$ cat src/sv/ncc_pkg.sv
`default_nettype none
package ncc_pkg;

  localparam int unsigned MAX_WIDTH_DEF     = 1024;
  localparam int unsigned WINDOW_RADIUS_DEF = 4;
  localparam int unsigned MAX_DISP_SPAN_DEF = 32;

  localparam int unsigned CFG_IDX_W  = 3;
  localparam int unsigned CFG_DATA_W = 16;

  // quotient bits of the score below the saturation point
  localparam int unsigned SCORE_FRAC_W = 15;

  localparam logic [10:0]        IMAGE_WIDTH_RST  = 11'd1024;
  localparam logic [10:0]        IMAGE_HEIGHT_RST = 11'd1024;
  localparam logic signed [15:0] THRESHOLD_RST    = -16'sd32768;
  localparam logic signed [6:0]  DISP_MIN_RST     = -7'sd30;
  localparam logic signed [6:0]  DISP_MAX_RST     = -7'sd7;

  localparam logic signed [15:0] SCORE_MIN = -16'sd32768;
  localparam logic signed [15:0] SCORE_MAX = 16'sd32767;

  typedef enum logic [CFG_IDX_W-1:0] {
    REG_IMAGE_WIDTH   = 3'd0,
    REG_IMAGE_HEIGHT  = 3'd1,
    REG_NCC_THRESHOLD = 3'd2,
    REG_DISPARITY_MIN = 3'd3,
    REG_DISPARITY_MAX = 3'd4
  } cfg_reg_e;

  typedef struct packed {
    logic [7:0] left_pixel;
    logic [7:0] right_pixel;
    logic       frame_start;
  } ncc_in_t;

  typedef struct packed {
    logic [9:0]        pixel_x;
    logic [9:0]        pixel_y;
    logic signed [7:0] disparity;
    logic              is_seed;
    logic signed [15:0] best_score;
  } ncc_out_t;

  typedef struct packed {
    logic start;
    logic is_div;
  } rd_ctrl_t;

endpackage
`default_nettype wire

$ cat src/sv/ncc_root_div.sv
`default_nettype none
// Shared compare-subtract unit: integer square root, one result bit per cycle,
// or restoring division, one quotient bit per cycle.
module ncc_root_div #(
  parameter int unsigned ROOT_W = 29,
  parameter int unsigned UNIT_W = 50
) (
  input  wire logic                  clk_i,
  input  wire logic                  rst_ni,
  input  wire ncc_pkg::rd_ctrl_t     ctrl_i,
  input  wire logic [2*ROOT_W-1:0]   rad_i,
  input  wire logic [UNIT_W-1:0]     num_i,
  input  wire logic [UNIT_W-1:0]     dvs_i,
  output logic                       busy_o,
  output logic                       done_o,
  output logic [ROOT_W-1:0]          res_o
);

  localparam int unsigned MAX_IT = (ROOT_W > ncc_pkg::SCORE_FRAC_W) ?
                                   ROOT_W : ncc_pkg::SCORE_FRAC_W;
  localparam int unsigned CNT_W  = $clog2(MAX_IT + 1);

  logic              busy_q, done_q, div_mode_q;
  logic [CNT_W-1:0]  cnt_q;
  logic [2*ROOT_W-1:0] rad_q;
  logic [UNIT_W-1:0] rem_q, dv_q;
  logic [ROOT_W-1:0] acc_q;

  logic [UNIT_W-1:0] r2, trial, op_a, op_b;
  logic [UNIT_W:0]   diff;
  logic              ge;

  assign r2    = {rem_q[UNIT_W-3:0], rad_q[2*ROOT_W-1 -: 2]};
  assign trial = UNIT_W'({acc_q, 2'b01});
  assign op_a  = div_mode_q ? rem_q : r2;
  assign op_b  = div_mode_q ? dv_q : trial;
  assign diff  = {1'b0, op_a} - {1'b0, op_b};
  assign ge    = !diff[UNIT_W];

  always_ff @(posedge clk_i or negedge rst_ni) begin
    if (!rst_ni) begin
      busy_q     <= 1'b0;
      done_q     <= 1'b0;
      div_mode_q <= 1'b0;
      cnt_q      <= '0;
    end else begin
      done_q <= 1'b0;
      if (ctrl_i.start && !busy_q) begin
        busy_q     <= 1'b1;
        div_mode_q <= ctrl_i.is_div;
        cnt_q      <= ctrl_i.is_div ? CNT_W'(ncc_pkg::SCORE_FRAC_W) : CNT_W'(ROOT_W);
      end else if (busy_q) begin
        cnt_q <= cnt_q - 1'b1;
        if (cnt_q == CNT_W'(1)) begin
          busy_q <= 1'b0;
          done_q <= 1'b1;
        end
      end
    end
  end

  always_ff @(posedge clk_i) begin
    if (ctrl_i.start && !busy_q) begin
      rad_q <= rad_i;
      rem_q <= ctrl_i.is_div ? num_i : '0;
      dv_q  <= dvs_i;
      acc_q <= '0;
    end else if (busy_q) begin
      rem_q <= ge ? diff[UNIT_W-1:0] : op_a;
      acc_q <= {acc_q[ROOT_W-2:0], ge};
      rad_q <= rad_q << 2;
      dv_q  <= dv_q >> 1;
    end
  end

  assign busy_o = busy_q;
  assign done_o = done_q;
  assign res_o  = acc_q;

endmodule
`default_nettype wire

$ cat config.mk
export PLATFORM = sky130hd
export DESIGN_NAME = ncc_root_div
export DESIGN_NICKNAME = d
export VERILOG_FILES = /design/src/sv/ncc_pkg.sv /design/src/sv/ncc_root_div.sv
export SDC_FILE = /design/constraint.sdc
export NUM_CORES = 1
export LEC_CHECK = 0
export BUFFER_PORTS_ARGS = -buffer_cell sky130_fd_sc_hd__buf_2
export CORE_UTILIZATION = 25
export CTS_BUF_LIST = sky130_fd_sc_hd__clkbuf_4 sky130_fd_sc_hd__clkbuf_8 sky130_fd_sc_hd__clkbuf_16
export DETAILED_ROUTE_END_ITERATION = 7
export SETUP_SLACK_MARGIN = 0.2
export SYNTH_ARGS = -nofsm -noshare
export SYNTH_HDL_FRONTEND = slang
export SYNTH_SLANG_ARGS = --single-unit
$ cat constraint.sdc
create_clock -name clk_i -period 5.11 [get_ports clk_i]
set_input_delay 1.022 -clock clk_i [delete_from_list [all_inputs] [get_ports clk_i]]
set_output_delay 1.022 -clock clk_i [all_outputs]
set_load 0.01 [all_outputs]
======== Word-level counts from Yosys, hierarchy flattened ========
Cells that the tools add are included.
word-level totals
  input bits .............................. 162
  register bits ........................... 195
cells by class
  eq/ne operators ......................... 1
  reduce and logical (&&, ||, !) cells .... 4
  add/sub/neg operators ................... 2
  muxes and demuxes ....................... 19
operators by type and width
  operator               number
  $mux W50               8
  $mux W58               2
  $sub A50 B50 Y51       1
  $mux W5                3
  $mux W1                6
  $eq A5 B1 Y1 const B   1
  $sub A5 B1 Y5 const B  1
  $logic_not A1 Y1       2
  $reduce_bool A2 Y1     1
  $logic_and A1 B1 Y1    1

======== Depth between registers and ports, before layout ========
Gate-level depths: netlist of the first run.
  depth in word-level cells ............... 5
  mapped depth ............................ 20
  mapped depth without buffers ............ 13

======== Least setup slack after synthesis of the first run ========
No wires, ideal clock.
  path type ............................... input-to-reg
  start point ............................. input port ctrl_i[1] in the netlist's numbering
  end point ............................... register dv_q[0] (enable)
  setup slack ............................. 0.412 ns
  data arrival time ....................... 4.185 ns
  data required time ...................... 4.597 ns
  stages on the path ...................... 2
  path through ............................ nor2_1 > inv_1
on the way
  longest elaborated chain between the ends .. 2
ends and longest elaborated chain
  element                       line                text
  start: declaration            ncc_root_div.sv:10  input wire ncc_pkg::rd_ctrl_t ctrl_i,
  $logic_and A1 B1 Y1           ncc_root_div.sv:63  if (ctrl_i.start && !busy_q) begin
  $reduce_bool A2 Y1 (no line)  --
  end signal: assignment        ncc_root_div.sv:66  dv_q <= dvs_i;
  end signal: assignment        ncc_root_div.sv:72  dv_q <= dv_q >> 1;
  end: declaration              ncc_root_div.sv:26  logic [UNIT_W-1:0] rem_q, dv_q;
Every way passes these cells.
A chain may end at the register's enable or synchronous reset.

======== Final worst setup path of the first run ========
  start point ............................. register div_mode_q
  end point ............................... register rem_q[0], data pin
on the way
  longest elaborated chain between the ends .. 5
  elaborated cells on any way between the ends .. 6
  classes of those cells .................. add/sub (1); mux (5)
ends and longest elaborated chain
  element                      line                                    text
  start: declaration           ncc_root_div.sv:23                      logic busy_q, done_q, div_mode_q;
  start signal: assignment     ncc_root_div.sv:50                      div_mode_q <= ctrl_i.is_div;
  $mux W50 (on tied branches)  ncc_root_div.sv:35, ncc_root_div.sv:36
  $sub A50 B50 Y51             ncc_root_div.sv:37                      assign diff = {1'b0, op_a} - {1'b0, op_b};
  $mux W50 (*)                 ncc_root_div.sv:69                      rem_q <= ge ? diff[UNIT_W-1:0] : op_a;
  $mux W50 (*)                 ncc_root_div.sv:68                      end else if (busy_q) begin
  $mux W50 (*)                 ncc_root_div.sv:63
  end signal: assignment       ncc_root_div.sv:65                      rem_q <= ctrl_i.is_div ? num_i : '0;
  end signal: assignment       ncc_root_div.sv:69
  end: declaration             ncc_root_div.sv:26
Mark *: on every way between the ends. The rest lies on a longest branch, timed or not. The select of a mux whose other input is x is not followed.

==> impl_metrics.yaml, run 1 <==
run_status:
  status: "complete, no violations"
logic_synthesis:
  yosys_warnings: 0
  async_flop_share_pct: 4.103
  synth-edff-count: 158
  synth.area.top_cells: "edfxtp_1 38%, nand2_1 14%, ha_1 5.3%"
  ys_seq_area_share_pct: 44.73
  yosysUniqueCellTypes: 64
  synth_top_area_cell: "edfxtp_1"
  synthFlopType: "edfxtp_1"
  synthCells: 1393
  syn_area_sq_um: 12350
  ys_seq_elements: 195
  avgSynthCellArea_sq_um: 8.868
  syn_nets: 1608
  synth_top_area_share_pct: 38.41
clocking:
  hold_buffers: 0
  cts_tree: "yes"
  htree_num_levels: 4
  ctsResizeCount: 0
  clk_pin_slew_worst_paths_ns: 0.08
  insertion_delay_ns: 0.49
  clock-sinks: 195
  root_buffer: "clkbuf_16"
  cts_buffers: 17
  clockBufferDepth: 2
  post-cts-setup-buffers: 0
setup_path:
  critPathKind: "reg -> reg"
  cp-endpoint: "rem_q[0]"
  worstPathCellList: "mux2_2 > ha_1 > nand4_1 > or3_1 > a211oi_2 > a211oi_4 > a211oi_2 > o21a_2 > buf_12 > mux2_2 > o21ai_0"
  r2r_cells: 11
  r2r_start: "div_mode_q"
  worst-path-buf-inv: 1
  crit_cells: 11
  slowest_stage: "dfrtp_4"
  path_delay_family: "compound AO/OA/AOI/OAI gates"
  regToRegSetupSlack_ns: 0.64
  worstPathArrival_ns: 4.80
  critPathMaxStageDelay_ns: 0.77
  r2r-end: "rem_q[0]"
  path_max_fanout: 35
  cp_data_required_time_ns: 5.44
  crit_path_end_kind: "register"
  start_kind: "register"
  cp-startpoint: "div_mode_q"
timing:
  fin_crit_sh_pct: 87.43
  slew_viol_final: 0
  grt_setup_unrepaired: "false"
  hold_violations: 0
  skew_ns: 0.01538
  min_period_ns: 4.468
  slew_headroom_pct: 51.76
  clock.fmax_mhz: 223.8
  fin_tns_setup_ns: 0
  setup_viol: 0
  worst_pin_slew_ns: 0.7236
detailed_routing:
  finalWirelength_um: 36080
  drc: 0
  drt.antenna.violating_nets: 0
  vias: 10373
  wl_per_cell_um: 16.32
  routed_via_density: 4.692
  first_iter_violations: 723
  first_pass_iters: 5
global_route:
  grt.total_usage_pct: 14.74
  grt_max_degree: 88
  gr-total-overflow: 0
  use_met2_pct: 23.27
  grtUsageMet3_pct: 4.050
  grt_use_met1_pct: 19.53
  first_global_vias: 10316
  top_usage_layer: "met2"
  antenna_found_initial: 2
  grt_pass1_wl_um: 57120
final_layout:
  layout_commonest_cell: "nand2_1"
  diodes: 0
  syn_to_final_growth_pct: 17.90
  final_cell_mix: "464 x nand2_1, 192 x buf_2, 158 x edfxtp_1"
  nets: 1749
  drive_above_1_share_pct: 19.78
  final.fill_count: 5249
die:
  core_sq_um: 48850
  dieArea_sq_um: 50310
  die_x_um: 224.3
  io-pin-count: 193
  floorplan.initialDensity_pct: 25.29
  die_height_um: 224.3
  rows: 81
job:
  drv_cap: 0
place:
  portBuffers: 192
  place_congestion: 0.8539
  hpwl_um: 26250
min_path:
  hold_class: "in -> async"
logic make-up (layout without fill, tap and decap cells):
kind of cell / count (synthesis) / in the layout / synth area share (%)
buffers and inverters: 112 / 266 / 4.051
and+or+nand+nor: 601 / 601 / 19.86
AOI/OAI and AO/OA: 290 / 290 / 14.40
xor gates and xnor gates: 44 / 44 / 3.120
DFF: 195 / 195 / 44.73
muxes: 98 / 98 / 8.407
adders and majority gates: 53 / 53 / 5.429
sequential cells by signal, summed over array words and instances (netlist names):
name,cells
busy_o,1
cnt_q,5
div_mode_q,1
done_o,1
dv_q,50
rad_q,58
rem_q,50
res_o,29
layer usage:
layer,wire [um],vias to the layer above
met2,16440,243
met3,1979,41
li1,-,5162
met1,17050,4923
met5,31,-
met4,572,4
stage by stage:
stage	cell area (sq um)	worst slack, ns	hold slack, ns	std cells	util, %
after global routing	14560	0.2894	0.3605	2211	29.81
final	14560	0.6422	0.3878	2211	29.81
after global placement	13970	0.7324	0.4624	2179	28.60
after floorplan	12350	0.4121	0.4504	1393	-
after CTS	14560	0.6265	0.3423	2211	29.81
after detailed placement	13970	0.6686	0.4761	2179	28.60
cells in the mapped netlist, types with 7 or more instances:
| cell type | count |
|---|---|
| dfxtp_1 | 29 |
| ha_1 | 52 |
| o21ai_0 | 76 |
| edfxtp_1 | 158 |
| nand3_1 | 34 |
| nand4_1 | 10 |
| xnor2_1 | 34 |
| mux2_2 | 46 |
| a31oi_1 | 13 |
| inv_1 | 24 |
| nor2b_1 | 7 |
| xor2_1 | 10 |
| and2_1 | 9 |
| nand2b_1 | 8 |
| o21ai_1 | 9 |
| mux2i_1 | 52 |
| o211ai_1 | 8 |
| nor3_1 | 17 |
| buf_1 | 11 |
| o21bai_1 | 9 |
| dfrtp_1 | 8 |
| clkbuf_1 | 63 |
| a21oi_1 | 101 |
| a21o_1 | 33 |
| nand2_1 | 465 |
| nor2_1 | 36 |
worst min-delay path by stage:
stage | start | to | slack (ns) | depth (start not counted)
3_5_place_dp | res_o[28] | res_o[28] | 0.48 | 2
3_3_place_gp | res_o[28] | res_o[28] | 0.46 | 2
5_1_grt | rst_ni | div_mode_q | 0.36 | 1
4_1_cts | rst_ni | div_mode_q | 0.34 | 1
2_1_floorplan | cnt_q[4] | done_o | 0.45 | 1
6_report | rst_ni | div_mode_q | 0.39 | 1
worst register-to-register path, delay by kind of cell (launching register included):
kind / cells / cell delay (ns)
buffers and inverters: 1 / 0.25
AND/OR/NAND/NOR: 2 / 0.59
adder cells (fa/ha/maj): 1 / 0.45
multiplexers: 2 / 0.80
AO/OA/AOI/OAI: 5 / 1.46
flip-flops: 1 / 0.77
layout make-up:
cell class	instances	area (sq um)	share of cell area (%)
inverter	24	95.09	0.6529
sequential	195	5529	37.96
clock inverter	13	118.9	0.8161
timing repair buffer	210	1171	8.041
tap	664	830.8	5.704
clock buffer	19	475.5	3.265
multi-input combinational	1086	6344	43.56
Power of run 1 is left out: the tool's default activity adds up to more than one toggle a clock period on the data nets, which glitch-free logic cannot reach.
==> inputs of run 2 (changes only) <==
CTS_BUF_LIST = not set   (was sky130_fd_sc_hd__clkbuf_4 sky130_fd_sc_hd__clkbuf_8 sky130_fd_sc_hd__clkbuf_16)
MAX_ROUTING_LAYER = met4   (was not set)
PLACE_DENSITY = 0.45   (was not set)
==> run 2 against run 1 <==
Compared with the run above: hold slack worse by 0.0043 ns; flip-flop and latch count unchanged; fmax up 0.41%; die area unchanged; non-clock buffer count unchanged; critical endpoint unchanged.
==> impl_metrics.yaml, run 2 (synthesized netlist as in run 1, its figures left out) <==
run_status:
  status: "complete, no violations"
timing:
  clock.fmax_mhz: 224.7
  worst_pin_slew_ns: 0.9110
  fin_crit_sh_pct: 87.08
  min_period_ns: 4.450
  slew_viol_final: 0
  slew_headroom_pct: 39.27
  skew_ns: 0.01597
  fin_tns_setup_ns: 0
  grt_setup_unrepaired: "false"
  setup_viol: 0
  hold_violations: 0
final_layout:
  largest_reg_flops: 58
  drive_above_1_share_pct: 19.72
  layout_commonest_cell: "nand2_1"
  nets: 1749
  syn_to_final_growth_pct: 17.79
  regMostFlops: "rad_q"
  final_cell_mix: "464 x nand2_1, 192 x buf_2, 158 x edfxtp_1"
  reg_top3: "rad_q (58), dv_q (50), rem_q (50)"
  final.fill_count: 5306
setup_path:
  slowest_stage: "dfrtp_4"
  crit_cells: 13
  critPathKind: "reg -> reg"
  worstPathCellList: "buf_12 > mux2i_1 > ha_1 > nand4_1 > or3_1 > o22ai_1 > and2_2 > a211oi_4 > a211oi_2 > o21a_2 > buf_12 > mux2_2 > o21ai_0"
  worstPathArrival_ns: 4.79
  r2r-end: "rem_q[0]"
  cp_data_required_time_ns: 5.45
  worst-path-buf-inv: 2
  path_max_fanout: 50
  cp-endpoint: "rem_q[0]"
  critPathMaxStageDelay_ns: 0.71
  r2r_start: "div_mode_q"
  r2r_cells: 13
  crit_path_end_kind: "register"
  crit_top_cell: "buf_12"
  path_delay_family: "compound AO/OA/AOI/OAI gates"
  cp-startpoint: "div_mode_q"
  regToRegSetupSlack_ns: 0.66
  start_kind: "register"
die:
  rows: 81
  io-pin-count: 193
  die_x_um: 224.3
  core_sq_um: 48850
  floorplan.initialDensity_pct: 25.29
  dieArea_sq_um: 50310
  die_height_um: 224.3
clocking:
  ctsResizeCount: 0
  cts_buffers: 17
  insertion_delay_ns: 0.50
  hold_buffers: 0
  clock-sinks: 195
  root_buffer: "clkbuf_16"
  cts_tree: "yes"
  post-cts-setup-buffers: 0
  htree_num_levels: 4
  clk_pin_slew_worst_paths_ns: 0.08
  clockBufferDepth: 2
global_route:
  grt_max_degree: 75
  grt_pass1_wl_um: 58390
  grt.total_usage_pct: 15.60
  gr-total-overflow: 0
  first_global_vias: 10475
  antenna_found_initial: 3
min_path:
  hold_class: "in -> async"
place:
  place_congestion: 0.8600
  portBuffers: 192
  hpwl_um: 26250
detailed_routing:
  wl_per_cell_um: 16.70
  routed_via_density: 4.605
  first_pass_iters: 5
  first_iter_violations: 579
  drt.antenna.violating_nets: 0
  finalWirelength_um: 36970
  vias: 10196
  drc: 0
job:
  drv_cap: 0
-- run 2: cell types whose count changed in the layout (fill, tap and decap cells not counted) --
cell | before | now
diode_2 | 0 | 3
clkinv_4 | 4 | 1
buf_4 | 12 | 13
inv_8 | 2 | 3
clkinv_1 | 0 | 1
clkinvlp_4 | 3 | 0
buf_12 | 6 | 5
inv_4 | 0 | 4
-- run 2: through the flow --
| stage | setup slack [ns] | hold slack, ns | area, sq um | cells | util [%] |
|---|---|---|---|---|---|
| global route | 0.3899 | 0.3527 | 14550 | 2214 | 29.79 |
| floorplan | 0.4121 | 0.4504 | 12350 | 1393 | - |
| finish | 0.6603 | 0.3835 | 14550 | 2214 | 29.79 |
| CTS | 0.4113 | 0.3515 | 14520 | 2210 | 29.73 |
| detailed placement | 0.4485 | 0.4724 | 13940 | 2178 | 28.53 |
| global placement | 0.5118 | 0.4712 | 13940 | 2178 | 28.53 |
-- run 2: worst min-delay path by stage --
stage	start	endpoint	slack [ns]	depth (start not counted)
after global routing	rst_ni	done_o	0.35	1
after CTS	rst_ni	div_mode_q	0.35	1
after detailed placement	res_o[28]	res_o[28]	0.47	2
final	rst_ni	div_mode_q	0.38	1
after floorplan	cnt_q[4]	done_o	0.45	1
after global placement	res_o[28]	res_o[28]	0.47	2
-- run 2: layer usage --
metal,track usage [%],wire (um),vias to the layer above,share of wire [%]
met5,-,0,-,0
met4,4.477,582,0,1.6
met3,4.063,1579,29,4.3
met2,24.02,16970,186,46
met1,20.10,17840,4821,48
li1,-,-,5160,-
-- run 2: area by class of cell --
cell class,instances,area [sq um],share of cell area [%]
timing repair buffer,210,1159,7.963
sequential,195,5529,38.00
tap,664,830.8,5.710
clock buffer,19,475.5,3.268
antenna,3,7.507,0.05160
clock inverter,13,110.1,0.7567
multi-input combinational,1086,6344,43.60
inverter,24,95.09,0.6535
Power of run 2 is left out for the same reason.
==> inputs of run 3 (changes only) <==
ABC_AREA = 1   (was not set)
PLACE_DENSITY = 0.44   (was 0.45)
clock period = 4.5 ns   (was 5.11 ns; I/O delays follow)
==> run 3 against run 2 <==
Compared with the run above: count of clock-buffer cells in the layout grew 6; routed wire length grew 31%; flip-flop and latch count is the same; worst setup slack lost 0.039 ns; critical endpoint is now rem_q[12]; highest routed layer unchanged.
==> impl_metrics.yaml, run 3 <==
setup_path:
  crit_path_end_kind: "register"
  critPathKind: "reg -> reg"
  r2r-end: "rem_q[12]"
  crit_top_cell: "buf_4"
  r2r_cells: 16
  critPathMaxStageDelay_ns: 0.43
  worstPathArrival_ns: 4.20
  worst-path-buf-inv: 4
  worstPathCellList: "inv_2 > buf_4 > o21ai_0 > ha_1 > nand2_1 > nor2_1 > nand3_1 > nand3_2 > nand2_1 > nand2_2 > nand2_4 > nand2_4 > buf_4 > buf_4 > nor2_2 > o21ai_2"
  r2r_start: "div_mode_q"
  path_max_fanout: 34
  path_delay_family: "buffers and inverters"
  slowest_stage: "dfrtp_2"
  cp_data_required_time_ns: 4.82
  start_kind: "register"
  regToRegSetupSlack_ns: 0.62
logic_synthesis:
  ys_seq_area_share_pct: 39.14
  synth_top_area_cell: "edfxtp_1"
  avgSynthCellArea_sq_um: 6.739
  synth_most_common_cell: "nand2_1"
  synth-edff-count: 158
  syn_nets: 2310
  yosysUniqueCellTypes: 41
  async_flop_share_pct: 4.103
  yosys_warnings: 0
  synthFlopType: "edfxtp_1"
  synth_top_area_share_pct: 33.61
  synthCells: 2095
  syn_area_sq_um: 14120
  ys_seq_elements: 195
  synth.area.top_cells: "edfxtp_1 34%, nand2_1 25%, inv_1 8.5%"
  yosys-top-cells-count: "927 x nand2_1, 320 x inv_1, 158 x edfxtp_1, 133 x nand3_1, 90 x nor2_1"
clocking:
  post-cts-setup-buffers: 0
  htree_num_levels: 4
  clock-sinks: 195
  clockBufferDepth: 2
  clk_pin_slew_worst_paths_ns: 0.07
  ctsResizeCount: 0
  cts_tree: "yes"
  cts_buffers: 17
  insertion_delay_ns: 0.47
  root_buffer: "clkbuf_16"
  hold_buffers: 0
detailed_routing:
  routed_via_density: 4.394
  vias: 13273
  wl_per_cell_um: 16.06
  first_pass_iters: 4
  m1WireLength_um: 24210
  wl_met3_um: 1788
  routed.top_layer: "met4"
  drt.antenna.violating_nets: 0
  first_iter_violations: 805
  met2WireLength_um: 21990
  finalWirelength_um: 48530
  drc: 0
die:
  dieArea_sq_um: 57430
  io-pin-count: 193
  rows: 86
  floorplan.initialDensity_pct: 25.48
  core_sq_um: 55420
  die_x_um: 239.6
  die_height_um: 239.6
timing:
  fin_crit_sh_pct: 86.20
  hold_violations: 0
  setup_viol: 0
  min_period_ns: 3.879
  clock.fmax_mhz: 257.8
  worst_pin_slew_ns: 1.077
  grt_setup_unrepaired: "false"
  slew_viol_final: 0
  slew_headroom_pct: 28.11
  skew_ns: 0.01819
  fin_tns_setup_ns: 0
final_layout:
  syn_to_final_growth_pct: 17.02
  nets: 2467
  drive_above_1_share_pct: 14.22
  final_cell_mix: "927 x nand2_1, 318 x inv_1, 192 x buf_2"
  largest_reg_flops: 58
  final.fill_count: 6242
  layout_commonest_cell: "nand2_1"
  regMostFlops: "rad_q"
  reg_top3: "rad_q (58), dv_q (50), rem_q (50)"
min_path:
  hold_class: "in -> async"
run_status:
  status: "complete, no violations"
global_route:
  first_global_vias: 13291
  grt_max_degree: 91
  grt.total_usage_pct: 17.70
  gr-total-overflow: 0
  antenna_found_initial: 9
  grt_pass1_wl_um: 75260
place:
  hpwl_um: 38660
  portBuffers: 192
  place_congestion: 0.9601
job:
  drv_cap: 0
run 3: changes by cell type in the layout (fill, tap and decap cells not counted), moves of 14 or more:
| cell | previous run | this run |
|---|---|---|
| nand2_1 | 464 | 927 |
| inv_1 | 23 | 318 |
| nand3_1 | 34 | 133 |
| a21oi_1 | 101 | 37 |
| nor2_1 | 36 | 89 |
| mux2_2 | 46 | 0 |
| mux2i_1 | 52 | 14 |
| or2_2 | 0 | 37 |
| a21o_1 | 33 | 0 |
| o22ai_1 | 1 | 28 |
| nor2_2 | 0 | 14 |
run 3: final cells by class:
class | instances | area [sq um] | area share, %
Multi-Input combinational cell | 1498 | 7034 | 42.57
Sequential cell | 195 | 5527 | 33.45
Inverter | 331 | 1250 | 7.565
Timing Repair Buffer | 209 | 1139 | 6.891
Tap cell | 748 | 935.9 | 5.665
Clock buffer | 25 | 508.0 | 3.075
Clock inverter | 7 | 108.9 | 0.6588
Antenna cell | 8 | 20.02 | 0.1212
run 3: stage by stage:
step           cell area, sq um  setup slack, ns  utilization, %  hold slack (ns)  cells
3_5_place_dp              15890           0.5876           28.67           0.4561   2981
6_report                  16520           0.6211           29.81           0.2712   3021
4_1_cts                   16500           0.5605           29.78           0.2451   3013
2_1_floorplan             14130           0.7098               -           0.4171   2095
3_3_place_gp              15890           0.5905           28.67           0.4556   2981
5_1_grt                   16520           0.3140           29.81           0.2517   3021
run 3: worst max path at each step:
stage                     from        end  slack, ns  cells past startpoint
finish              div_mode_q  rem_q[12]       0.62                     16
global route        div_mode_q  rem_q[12]       0.31                     16
CTS                 div_mode_q  rem_q[12]       0.56                     16
detailed placement  div_mode_q  rem_q[10]       0.59                     16
global placement    div_mode_q  rem_q[10]       0.59                     16
floorplan            ctrl_i[1]    dv_q[0]       0.71                      3
run 3: kinds of logic after synthesis:
group,share of synthesized area [%]
buffers and inverters,11.10
adders and majority gates,4.750
muxes,0.9925
xor gates and xnor gates,1.489
and+or+nand+nor,35.64
AOI/OAI and AO/OA,6.895
DFF,39.14
run 3: worst register-to-register path, cell delays in order (launching register included):
cell,delay [ns]
dfrtp_2,0.43
inv_2,0.35
buf_4,0.41
o21ai_0,0.25
ha_1,0.41
nand2_1,0.13
nor2_1,0.26
nand3_1,0.14
nand3_2,0.16
nand2_1,0.08
nand2_2,0.11
nand2_4,0.07
nand2_4,0.22
buf_4,0.35
buf_4,0.22
nor2_2,0.04
o21ai_2,0.12
run 3: metal layers:
metal / vias to the layer above / global-route usage [%]
met5: - / -
met2: 240 / 27.55
met3: 29 / 2.950
li1: 6872 / -
met1: 6132 / 24.04
met4: 0 / 3.613
Power of run 3 is left out for the same reason.
